## src/design/pmrf_pkg.sv

```systemverilog
// Shared constants and types for the point multi-range filter.
`timescale 1ns / 1ps

package pmrf_pkg;

   // Width of every dimension field on the channels
   localparam int FIELD_WIDTH     = 32;
   // Number of dimension fields carried by one transaction
   localparam int MAX_DIMS        = 4;

   // Configuration port
   localparam int CSR_INDEX_WIDTH = 3;
   localparam int CSR_DATA_WIDTH  = 64;
   localparam int ACTIVE_WIDTH    = 3;
   localparam int UPPER_BOUND_LSB = 32;

   // Per-range flag layout
   localparam int FLAGS_PER_RANGE = 5;
   localparam int FLAG_INCL_LO    = 0;
   localparam int FLAG_INCL_HI    = 1;
   localparam int FLAG_NEGATE     = 2;
   localparam int FLAG_SEL_LSB    = 3;
   localparam int DIM_SEL_WIDTH   = 2;

   typedef enum logic [CSR_INDEX_WIDTH-1:0] {
      CSR_ACTIVE_RANGES = 3'd0,
      CSR_RANGE0_BOUNDS = 3'd1,
      CSR_RANGE1_BOUNDS = 3'd2,
      CSR_RANGE2_BOUNDS = 3'd3,
      CSR_RANGE3_BOUNDS = 3'd4,
      CSR_RANGE_FLAGS   = 3'd5
   } csr_index_type;

   typedef logic signed [FIELD_WIDTH-1:0] field_type;

endpackage

```

## src/design/pmrf_req_if.sv

```systemverilog
// Point request channel: valid/ready handshake with four dimension values.
`timescale 1ns / 1ps

interface pmrf_req_if import pmrf_pkg::*; ();
   logic      valid;
   logic      ready;
   field_type dim_value0;
   field_type dim_value1;
   field_type dim_value2;
   field_type dim_value3;

   modport source (output valid, dim_value0, dim_value1, dim_value2, dim_value3,
                   input  ready);
   modport sink   (input  valid, dim_value0, dim_value1, dim_value2, dim_value3,
                   output ready);
endinterface

```

## src/design/pmrf_rsp_if.sv

```systemverilog
// Kept-point response channel: valid/ready handshake with four dimension values.
`timescale 1ns / 1ps

interface pmrf_rsp_if import pmrf_pkg::*; ();
   logic      valid;
   logic      ready;
   field_type kept_value0;
   field_type kept_value1;
   field_type kept_value2;
   field_type kept_value3;

   modport source (output valid, kept_value0, kept_value1, kept_value2, kept_value3,
                   input  ready);
   modport sink   (input  valid, kept_value0, kept_value1, kept_value2, kept_value3,
                   output ready);
endinterface

```

## src/design/point_multi_range_filter.sv

```systemverilog
// Top level of the point multi-range filter: config registers, range tests, output stage.
`timescale 1ns / 1ps
//
// Streams points in on req_if and forwards on rsp_if only those that pass
// the configured range tests; a failing point is dropped and produces no
// rsp transaction. Up to NUM_RANGES range tests are set through the csr_
// write port (csr_we, csr_index, csr_wdata); write it only while no point
// is in flight.
//
// A point taken from req_if passes two register stages, the input register
// and then the output register, before it is presented on rsp_if.
// Throughput: one point per cycle while rsp_if is not stalled; the range
// tests are parallel compares between the two stages.
//
// Reset (synchronous, active high) empties both stages, sets active_ranges
// to 1 and clears all bounds and flags.
// When the receiver stalls, the output register holds its point and the
// input register still fills once; req_if.ready then drops until rsp_if
// moves again. A point that fails can leave the input register at any time.
//
module point_multi_range_filter import pmrf_pkg::*; #(
   parameter int NUM_DIMS    = 4,
   parameter int NUM_RANGES  = 4,
   parameter int VALUE_WIDTH = 32
) (
   input  logic                       clock,
   input  logic                       reset,
   input  logic                       csr_we,
   input  logic [CSR_INDEX_WIDTH-1:0] csr_index,
   input  logic [CSR_DATA_WIDTH-1:0]  csr_wdata,
   pmrf_req_if.sink                   req_if,
   pmrf_rsp_if.source                 rsp_if
);

   typedef logic signed [VALUE_WIDTH-1:0] value_type;
   typedef logic [FLAGS_PER_RANGE-1:0]    flags_type;

   // Configuration registers
   logic [ACTIVE_WIDTH-1:0] active_ranges_ff, active_ranges_in;
   value_type               lo_bound_ff [NUM_RANGES];
   value_type               lo_bound_in [NUM_RANGES];
   value_type               hi_bound_ff [NUM_RANGES];
   value_type               hi_bound_in [NUM_RANGES];
   flags_type               flags_ff    [NUM_RANGES];
   flags_type               flags_in    [NUM_RANGES];

   // Input stage
   logic      s1_valid_ff, s1_valid_in;
   value_type s1_value_ff [NUM_DIMS];
   value_type s1_value_in [NUM_DIMS];

   // Output stage
   logic      out_valid_ff, out_valid_in;
   value_type out_value_ff [NUM_DIMS];
   value_type out_value_in [NUM_DIMS];

   field_type req_field [MAX_DIMS];
   field_type rsp_field [MAX_DIMS];

   logic [DIM_SEL_WIDTH-1:0] sel_raw  [NUM_RANGES];
   logic [DIM_SEL_WIDTH-1:0] sel_eff  [NUM_RANGES];
   value_type                sel_value[NUM_RANGES];
   logic [NUM_RANGES-1:0]    range_on;
   logic [NUM_RANGES-1:0]    range_pass;
   logic                     lo_fail, hi_fail, fail;
   logic [NUM_DIMS-1:0]      dim_used, dim_passed;
   logic                     keep;
   logic                     out_open, s1_move, req_take;

   assign req_field[0] = req_if.dim_value0;
   assign req_field[1] = req_if.dim_value1;
   assign req_field[2] = req_if.dim_value2;
   assign req_field[3] = req_if.dim_value3;

   // ---------------------------------------------------------------- config
   always_comb begin
      active_ranges_in = active_ranges_ff;
      lo_bound_in      = lo_bound_ff;
      hi_bound_in      = hi_bound_ff;
      flags_in         = flags_ff;
      if (csr_we) begin
         if (csr_index == CSR_ACTIVE_RANGES) begin
            active_ranges_in = csr_wdata[ACTIVE_WIDTH-1:0];
         end
         for (int r = 0; r < NUM_RANGES; r++) begin
            if (csr_index == CSR_INDEX_WIDTH'(int'(CSR_RANGE0_BOUNDS) + r)) begin
               lo_bound_in[r] = csr_wdata[VALUE_WIDTH-1:0];
               hi_bound_in[r] = csr_wdata[UPPER_BOUND_LSB +: VALUE_WIDTH];
            end
            if (csr_index == CSR_RANGE_FLAGS) begin
               flags_in[r] = csr_wdata[FLAGS_PER_RANGE*r +: FLAGS_PER_RANGE];
            end
         end
      end
   end

   // ----------------------------------------------------------- range tests
   always_comb begin
      range_on   = '0;
      range_pass = '0;
      dim_used   = '0;
      dim_passed = '0;
      lo_fail    = 1'b0;
      hi_fail    = 1'b0;
      fail       = 1'b0;
      for (int r = 0; r < NUM_RANGES; r++) begin
         // a count of zero still enables range zero; counts past the end saturate
         range_on[r] = (r == 0) || (active_ranges_ff > ACTIVE_WIDTH'(r));
         sel_raw[r]  = flags_ff[r][FLAG_SEL_LSB +: DIM_SEL_WIDTH];
         sel_eff[r]  = (int'(sel_raw[r]) >= NUM_DIMS) ? DIM_SEL_WIDTH'(NUM_DIMS - 1)
                                                      : sel_raw[r];
         sel_value[r] = '0;
         for (int d = 0; d < NUM_DIMS; d++) begin
            if (sel_eff[r] == DIM_SEL_WIDTH'(d)) begin
               sel_value[r] = s1_value_ff[d];
            end
         end
         lo_fail = flags_ff[r][FLAG_INCL_LO] ? (sel_value[r] <  lo_bound_ff[r])
                                             : (sel_value[r] <= lo_bound_ff[r]);
         hi_fail = flags_ff[r][FLAG_INCL_HI] ? (sel_value[r] >  hi_bound_ff[r])
                                             : (sel_value[r] >= hi_bound_ff[r]);
         fail    = (lo_fail || hi_fail) ^ flags_ff[r][FLAG_NEGATE];
         range_pass[r] = !fail;
         for (int d = 0; d < NUM_DIMS; d++) begin
            if (range_on[r] && sel_eff[r] == DIM_SEL_WIDTH'(d)) begin
               dim_used[d]   = 1'b1;
               dim_passed[d] = dim_passed[d] | range_pass[r];
            end
         end
      end
      // OR within a dimension, AND across the dimensions in use
      keep = &(~dim_used | dim_passed);
   end

   // ------------------------------------------------------------- handshake
   assign out_open = !out_valid_ff || rsp_if.ready;
   // a dropped point leaves regardless of the output stage
   assign s1_move  = s1_valid_ff && (out_open || !keep);
   assign req_if.ready = !s1_valid_ff || s1_move;
   assign req_take = req_if.valid && req_if.ready;

   always_comb begin
      s1_valid_in  = s1_valid_ff;
      s1_value_in  = s1_value_ff;
      out_valid_in = out_valid_ff;
      out_value_in = out_value_ff;
      if (out_valid_ff && rsp_if.ready) begin
         out_valid_in = 1'b0;
      end
      if (s1_move && keep) begin
         out_valid_in = 1'b1;
         out_value_in = s1_value_ff;
      end
      if (s1_move) begin
         s1_valid_in = 1'b0;
      end
      if (req_take) begin
         s1_valid_in = 1'b1;
         for (int d = 0; d < NUM_DIMS; d++) begin
            s1_value_in[d] = req_field[d][VALUE_WIDTH-1:0];
         end
      end
   end

   always_ff @(posedge clock) begin
      if (reset) begin
         active_ranges_ff <= ACTIVE_WIDTH'(1);
         for (int r = 0; r < NUM_RANGES; r++) begin
            lo_bound_ff[r] <= '0;
            hi_bound_ff[r] <= '0;
            flags_ff[r]    <= '0;
         end
         s1_valid_ff  <= 1'b0;
         out_valid_ff <= 1'b0;
      end else begin
         active_ranges_ff <= active_ranges_in;
         lo_bound_ff      <= lo_bound_in;
         hi_bound_ff      <= hi_bound_in;
         flags_ff         <= flags_in;
         s1_valid_ff      <= s1_valid_in;
         out_valid_ff     <= out_valid_in;
      end
   end

   // payload registers need no reset
   always_ff @(posedge clock) begin
      s1_value_ff  <= s1_value_in;
      out_value_ff <= out_value_in;
   end

   // ---------------------------------------------------------------- output
   always_comb begin
      for (int d = 0; d < MAX_DIMS; d++) begin
         rsp_field[d] = '0;
      end
      for (int d = 0; d < NUM_DIMS; d++) begin
         rsp_field[d] = FIELD_WIDTH'($unsigned(out_value_ff[d]));
      end
   end

   assign rsp_if.valid       = out_valid_ff;
   assign rsp_if.kept_value0 = rsp_field[0];
   assign rsp_if.kept_value1 = rsp_field[1];
   assign rsp_if.kept_value2 = rsp_field[2];
   assign rsp_if.kept_value3 = rsp_field[3];

endmodule
```

## src/flat_wrapper.sv

```systemverilog
// flat-port wrapper written by rule: the top's interface ports become plain ports
module point_multi_range_filter_flat import pmrf_pkg::*;
#(
   parameter int NUM_DIMS    = 4,
   parameter int NUM_RANGES  = 4,
   parameter int VALUE_WIDTH = 32
)
  (clock, reset, csr_we, csr_index, csr_wdata, req_if_valid, req_if_dim_value0, req_if_dim_value1, req_if_dim_value2, req_if_dim_value3, req_if_ready, rsp_if_valid, rsp_if_kept_value0, rsp_if_kept_value1, rsp_if_kept_value2, rsp_if_kept_value3, rsp_if_ready);
  pmrf_req_if req_if_i ();
  pmrf_rsp_if rsp_if_i ();
  input  logic clock;
  input  logic reset;
  input  logic csr_we;
  input  logic [CSR_INDEX_WIDTH-1:0] csr_index;
  input  logic [CSR_DATA_WIDTH-1:0] csr_wdata;
  input wire logic [$bits(req_if_i.valid)-1:0] req_if_valid;
  input wire logic [$bits(req_if_i.dim_value0)-1:0] req_if_dim_value0;
  input wire logic [$bits(req_if_i.dim_value1)-1:0] req_if_dim_value1;
  input wire logic [$bits(req_if_i.dim_value2)-1:0] req_if_dim_value2;
  input wire logic [$bits(req_if_i.dim_value3)-1:0] req_if_dim_value3;
  output wire logic [$bits(req_if_i.ready)-1:0] req_if_ready;
  output wire logic [$bits(rsp_if_i.valid)-1:0] rsp_if_valid;
  output wire logic [$bits(rsp_if_i.kept_value0)-1:0] rsp_if_kept_value0;
  output wire logic [$bits(rsp_if_i.kept_value1)-1:0] rsp_if_kept_value1;
  output wire logic [$bits(rsp_if_i.kept_value2)-1:0] rsp_if_kept_value2;
  output wire logic [$bits(rsp_if_i.kept_value3)-1:0] rsp_if_kept_value3;
  input wire logic [$bits(rsp_if_i.ready)-1:0] rsp_if_ready;
  assign req_if_i.valid = req_if_valid;
  assign req_if_i.dim_value0 = req_if_dim_value0;
  assign req_if_i.dim_value1 = req_if_dim_value1;
  assign req_if_i.dim_value2 = req_if_dim_value2;
  assign req_if_i.dim_value3 = req_if_dim_value3;
  assign req_if_ready = req_if_i.ready;
  assign rsp_if_valid = rsp_if_i.valid;
  assign rsp_if_kept_value0 = rsp_if_i.kept_value0;
  assign rsp_if_kept_value1 = rsp_if_i.kept_value1;
  assign rsp_if_kept_value2 = rsp_if_i.kept_value2;
  assign rsp_if_kept_value3 = rsp_if_i.kept_value3;
  assign rsp_if_i.ready = rsp_if_ready;
  point_multi_range_filter #(.NUM_DIMS(NUM_DIMS), .NUM_RANGES(NUM_RANGES), .VALUE_WIDTH(VALUE_WIDTH)) u_core (.clock(clock), .reset(reset), .csr_we(csr_we), .csr_index(csr_index), .csr_wdata(csr_wdata), .req_if(req_if_i), .rsp_if(rsp_if_i));
endmodule
```

## config.mk

```make
export PLATFORM = sky130hd
export DESIGN_NAME = point_multi_range_filter_flat
export DESIGN_NICKNAME = d
export VERILOG_FILES = /design/src/design/pmrf_pkg.sv /design/src/design/pmrf_req_if.sv /design/src/design/pmrf_rsp_if.sv /design/src/design/point_multi_range_filter.sv /design/src/flat_wrapper.sv
export SDC_FILE = /design/constraint.sdc
export NUM_CORES = 1
export LEC_CHECK = 0
export BUFFER_PORTS_ARGS = -buffer_cell sky130_fd_sc_hd__buf_2
export CAP_MARGIN = 15
export CELL_PAD_IN_SITES_DETAIL_PLACEMENT = 0
export CELL_PAD_IN_SITES_GLOBAL_PLACEMENT = 1
export CORE_ASPECT_RATIO = 1.1
export CORE_MARGIN = 1.5
export CORE_UTILIZATION = 40
export CTS_BUF_LIST = sky130_fd_sc_hd__clkbuf_8
export DETAILED_ROUTE_END_ITERATION = 7
export PLACE_DENSITY_LB_ADDON = 0.1
export SYNTH_ARGS = -nofsm -noshare
export SYNTH_HDL_FRONTEND = slang
export SYNTH_SLANG_ARGS = --single-unit
```

## constraint.sdc

```tcl
create_clock -name clock -period 23.6 [get_ports clock]
set_input_delay 4.72 -clock clock [delete_from_list [all_inputs] [get_ports clock]]
set_output_delay 4.72 -clock clock [all_outputs]
set_load 0.05 [all_outputs]
```

==> impl_metrics.json <==
{
  "status": "complete, no violations",
  "p_per_area_nw_per_um2": 69.1,
  "cts-root-buf": "clkbuf_8",
  "io_pins": 330,
  "ir_worst_vdd_mv": 0.0472,
  "synthCells": 2630,
  "internal-power_uw": 1570,
  "vias": 21300,
  "worst_pin_slew_ns": 1.14,
  "clk_pin_slew_ns": 0.06,
  "antenna_found_initial": 2,
  "crit_family": "simple AND/OR/NAND/NOR gates",
  "dp_slack_ns": 12.98,
  "p_sw_share_pct": 28.0,
  "crit_buf_inv": 2,
  "synthTopCellsByArea": "edfxtp_1 (28%), dfxtp_1 (21%), ha_1 (12%), mux4_2 (11%), nand2_1 (8.5%)",
  "syn_nets": 3086,
  "gp_congestion": 0.941,
  "layoutNonFillerInstCount": 3913,
  "dr.pass1.iters": 5,
  "pwr-share-comb_pct": 12.6,
  "cp.arrival_ns": 6.67,
  "die_height_um": 276,
  "grt_pass1_wl_um": 138000,
  "drc": 0,
  "maxCapViolCount": 0,
  "crit_path_cell_trace": "buf_4, mux4_2, ha_1, nand4_1, nor4_1, nand2_1, a31oi_1, nor3_1, nor3_1, xor2_1, o2bb2ai_1, a2111oi_0, a211o_1, or3_1, buf_2",
  "clock-sinks": 537,
  "overflow": 0,
  "switching_power_uw": 612,
  "final_common_cell": "nand2_1",
  "fin_skew_ns": 0.0303,
  "rows": 100,
  "post_drt_via_cell_ratio": 5.44,
  "postSynthAreaPerCell_um2": 10.3,
  "endpoint_kind": "primary output",
  "seq_area_frac_synth_pct": 49.0,
  "pwr-share-seq_pct": 48.0,
  "critical_path_required_ns": 18.88,
  "min_period_over_period_pct": 48.3,
  "clock_power_share_pct": 39.5,
  "syn-cell-area_um2": 27200,
  "finalSetupTns_ns": 0,
  "portBuffers": 329,
  "first_iter_violations": 1408,
  "path_class": "reg2out",
  "dp_hpwl_um": 65800,
  "period_needed_ns": 11.39,
  "postCtsSetupBuffers": 0,
  "setup_viol": 0,
  "die_area_um2": 69500,
  "final_cell_mix": "nand2_1 (614), a21oi_1 (383), buf_2 (328)",
  "wl_um": 93000,
  "slew-limit-headroom_pct": 24.3,
  "hold_buffers": 0,
  "worst_slack_ns": 12.21,
  "start_util_pct": 40.3,
  "grt_pass1_vias": 21900,
  "grt_use_total_pct": 26.7,
  "layout.nets": 3416,
  "max_freq_mhz": 87.8,
  "drive_gt1_share_pct": 20.5,
  "critPathLaunchType": "flip-flop",
  "synth_edf_count": 256,
  "die_w_um": 252,
  "synthToLayoutAreaGrowth_pct": 16.2,
  "cts_tree": "yes",
  "wire_per_inst_um": 23.8,
  "h-tree-depth": 3,
  "rsz0062_at_grt": "false",
  "critPathMaxStageDelay_ns": 0.75,
  "yosys.area.top_type_share_pct": 28.3,
  "hold_violations": 0,
  "ctsLongestPathBuffers": 3,
  "yosysWarnings": 0,
  "synth-async-reset-ratio_pct": 0,
  "hold_path_class": "reg2reg",
  "drv_slew": 0,
  "leakage_uw": 0.0113,
  "ys_types": 60,
  "core_area_um2": 67400,
  "synth_top_cell_by_area": "edfxtp_1",
  "drtAntennaViolNets": 0,
  "crit_top_cell": "nor3_1",
  "clk_latency_ns": 0.70,
  "critical_path.max_fanout": 24,
  "worst_path_max_delay_cell": "nor4_1",
  "dpl.cell_count": 3729,
  "post_cts_resized": 0,
  "numCtsBuffers": 96,
  "grt_max_degree": 129,
  "synth_flop_cell": "dfxtp_1",
  "ys_ff_latch": 537
}
state kept, by name, summed over array words and instances (netlist names):
| signal | count |
|---|---|
| u_core.active_ranges_ff | 3 |
| u_core.flags_ff | 20 |
| u_core.hi_bound_ff | 128 |
| u_core.lo_bound_ff | 128 |
| u_core.rsp_if.kept_value0 | 32 |
| u_core.rsp_if.kept_value1 | 32 |
| u_core.rsp_if.kept_value2 | 32 |
| u_core.rsp_if.kept_value3 | 32 |
| u_core.rsp_if.valid | 1 |
| u_core.s1_valid_ff | 1 |
| u_core.s1_value_ff | 128 |
cells by family (layout without fill, tap and decap cells):
kind of cell | count (synthesis) | count (layout) | synth area share [%]
muxes | 133 | 133 | 10.8
xor gates and xnor gates | 3 | 3 | 0.0967
adders and majority gates | 256 | 256 | 11.8
AOI/OAI and AO/OA | 501 | 501 | 10.2
buffers and inverters | 381 | 793 | 5.30
other | 0 | 4 | 0
and+or+nand+nor | 819 | 819 | 12.8
DFF | 537 | 537 | 49.0
final cells by class:
cell class,instances,area (µm²)
fill,6448,35900
sequential,537,13300
multi-input combinational,1712,12500
timing repair buffer,349,1820
clock buffer,106,1460
tap,867,1080
inverter,264,991
clock inverter,74,422
antenna,4,10.0
metal layers:
layer	part of all wire [%]	wire length, µm	track usage (%)
met4	3.8	3580	11.0
met2	53	49000	48.9
met3	4.5	4210	3.61
met1	39	36200	31.1
met5	0	0	0
metrics by stage:
step	hold slack [ns]	total power (µW)	area, µm²	utilization [%]
floorplan	0.431	1230	27200	-
global placement	0.443	1330	29700	44.0
detailed placement	0.446	1340	29700	44.0
CTS	0.454	2210	31600	46.8
global route	0.467	2280	31600	46.8
finish	0.452	2180	31600	46.8
cells in the mapped netlist (all sizes together), types with 12 or more instances:
| cell | n |
|---|---|
| nand3 | 31 |
| nor2b | 17 |
| inv | 264 |
| clkbuf | 102 |
| ha | 256 |
| nor4 | 12 |
| nand2 | 616 |
| a21oi | 384 |
| nor3 | 16 |
| dfxtp | 281 |
| buf | 15 |
| o21ai | 36 |
| edfxtp | 256 |
| nand4 | 50 |
| mux4 | 128 |
| a21o | 18 |
| nor2 | 37 |
power groups by stage:
stage / logic, µW / clock network [µW] / registers [µW]
floorplan: 142 / 0 / 1090
global placement: 270 / 0 / 1060
CTS: 276 / 889 / 1050
finish: 274 / 861 / 1050
global route: 299 / 930 / 1050
detailed placement: 274 / 0 / 1070
worst paths after layout:
| kind | start | to | slack, ns | depth (start not counted) |
|---|---|---|---|---|
| worst min register to register | u_core.hi_bound_ff[71] | u_core.hi_bound_ff[71] | 0.45 | 2 |
| worst max-delay path | u_core.flags_ff[14] | req_if_ready | 12.21 | 15 |
| worst max register to register | u_core.flags_ff[14] | u_core.s1_value_ff[56] | 15.90 | 16 |
| worst min-delay path | u_core.hi_bound_ff[71] | u_core.hi_bound_ff[71] | 0.45 | 2 |
tightest hold or removal path, cell delays in order, from the launching register on:
cell and delay, ns:
dfxtp_1 0.31, nand2_1 0.05, a21oi_1 0.05
Note: power is estimated with default switching activity, not from simulation.
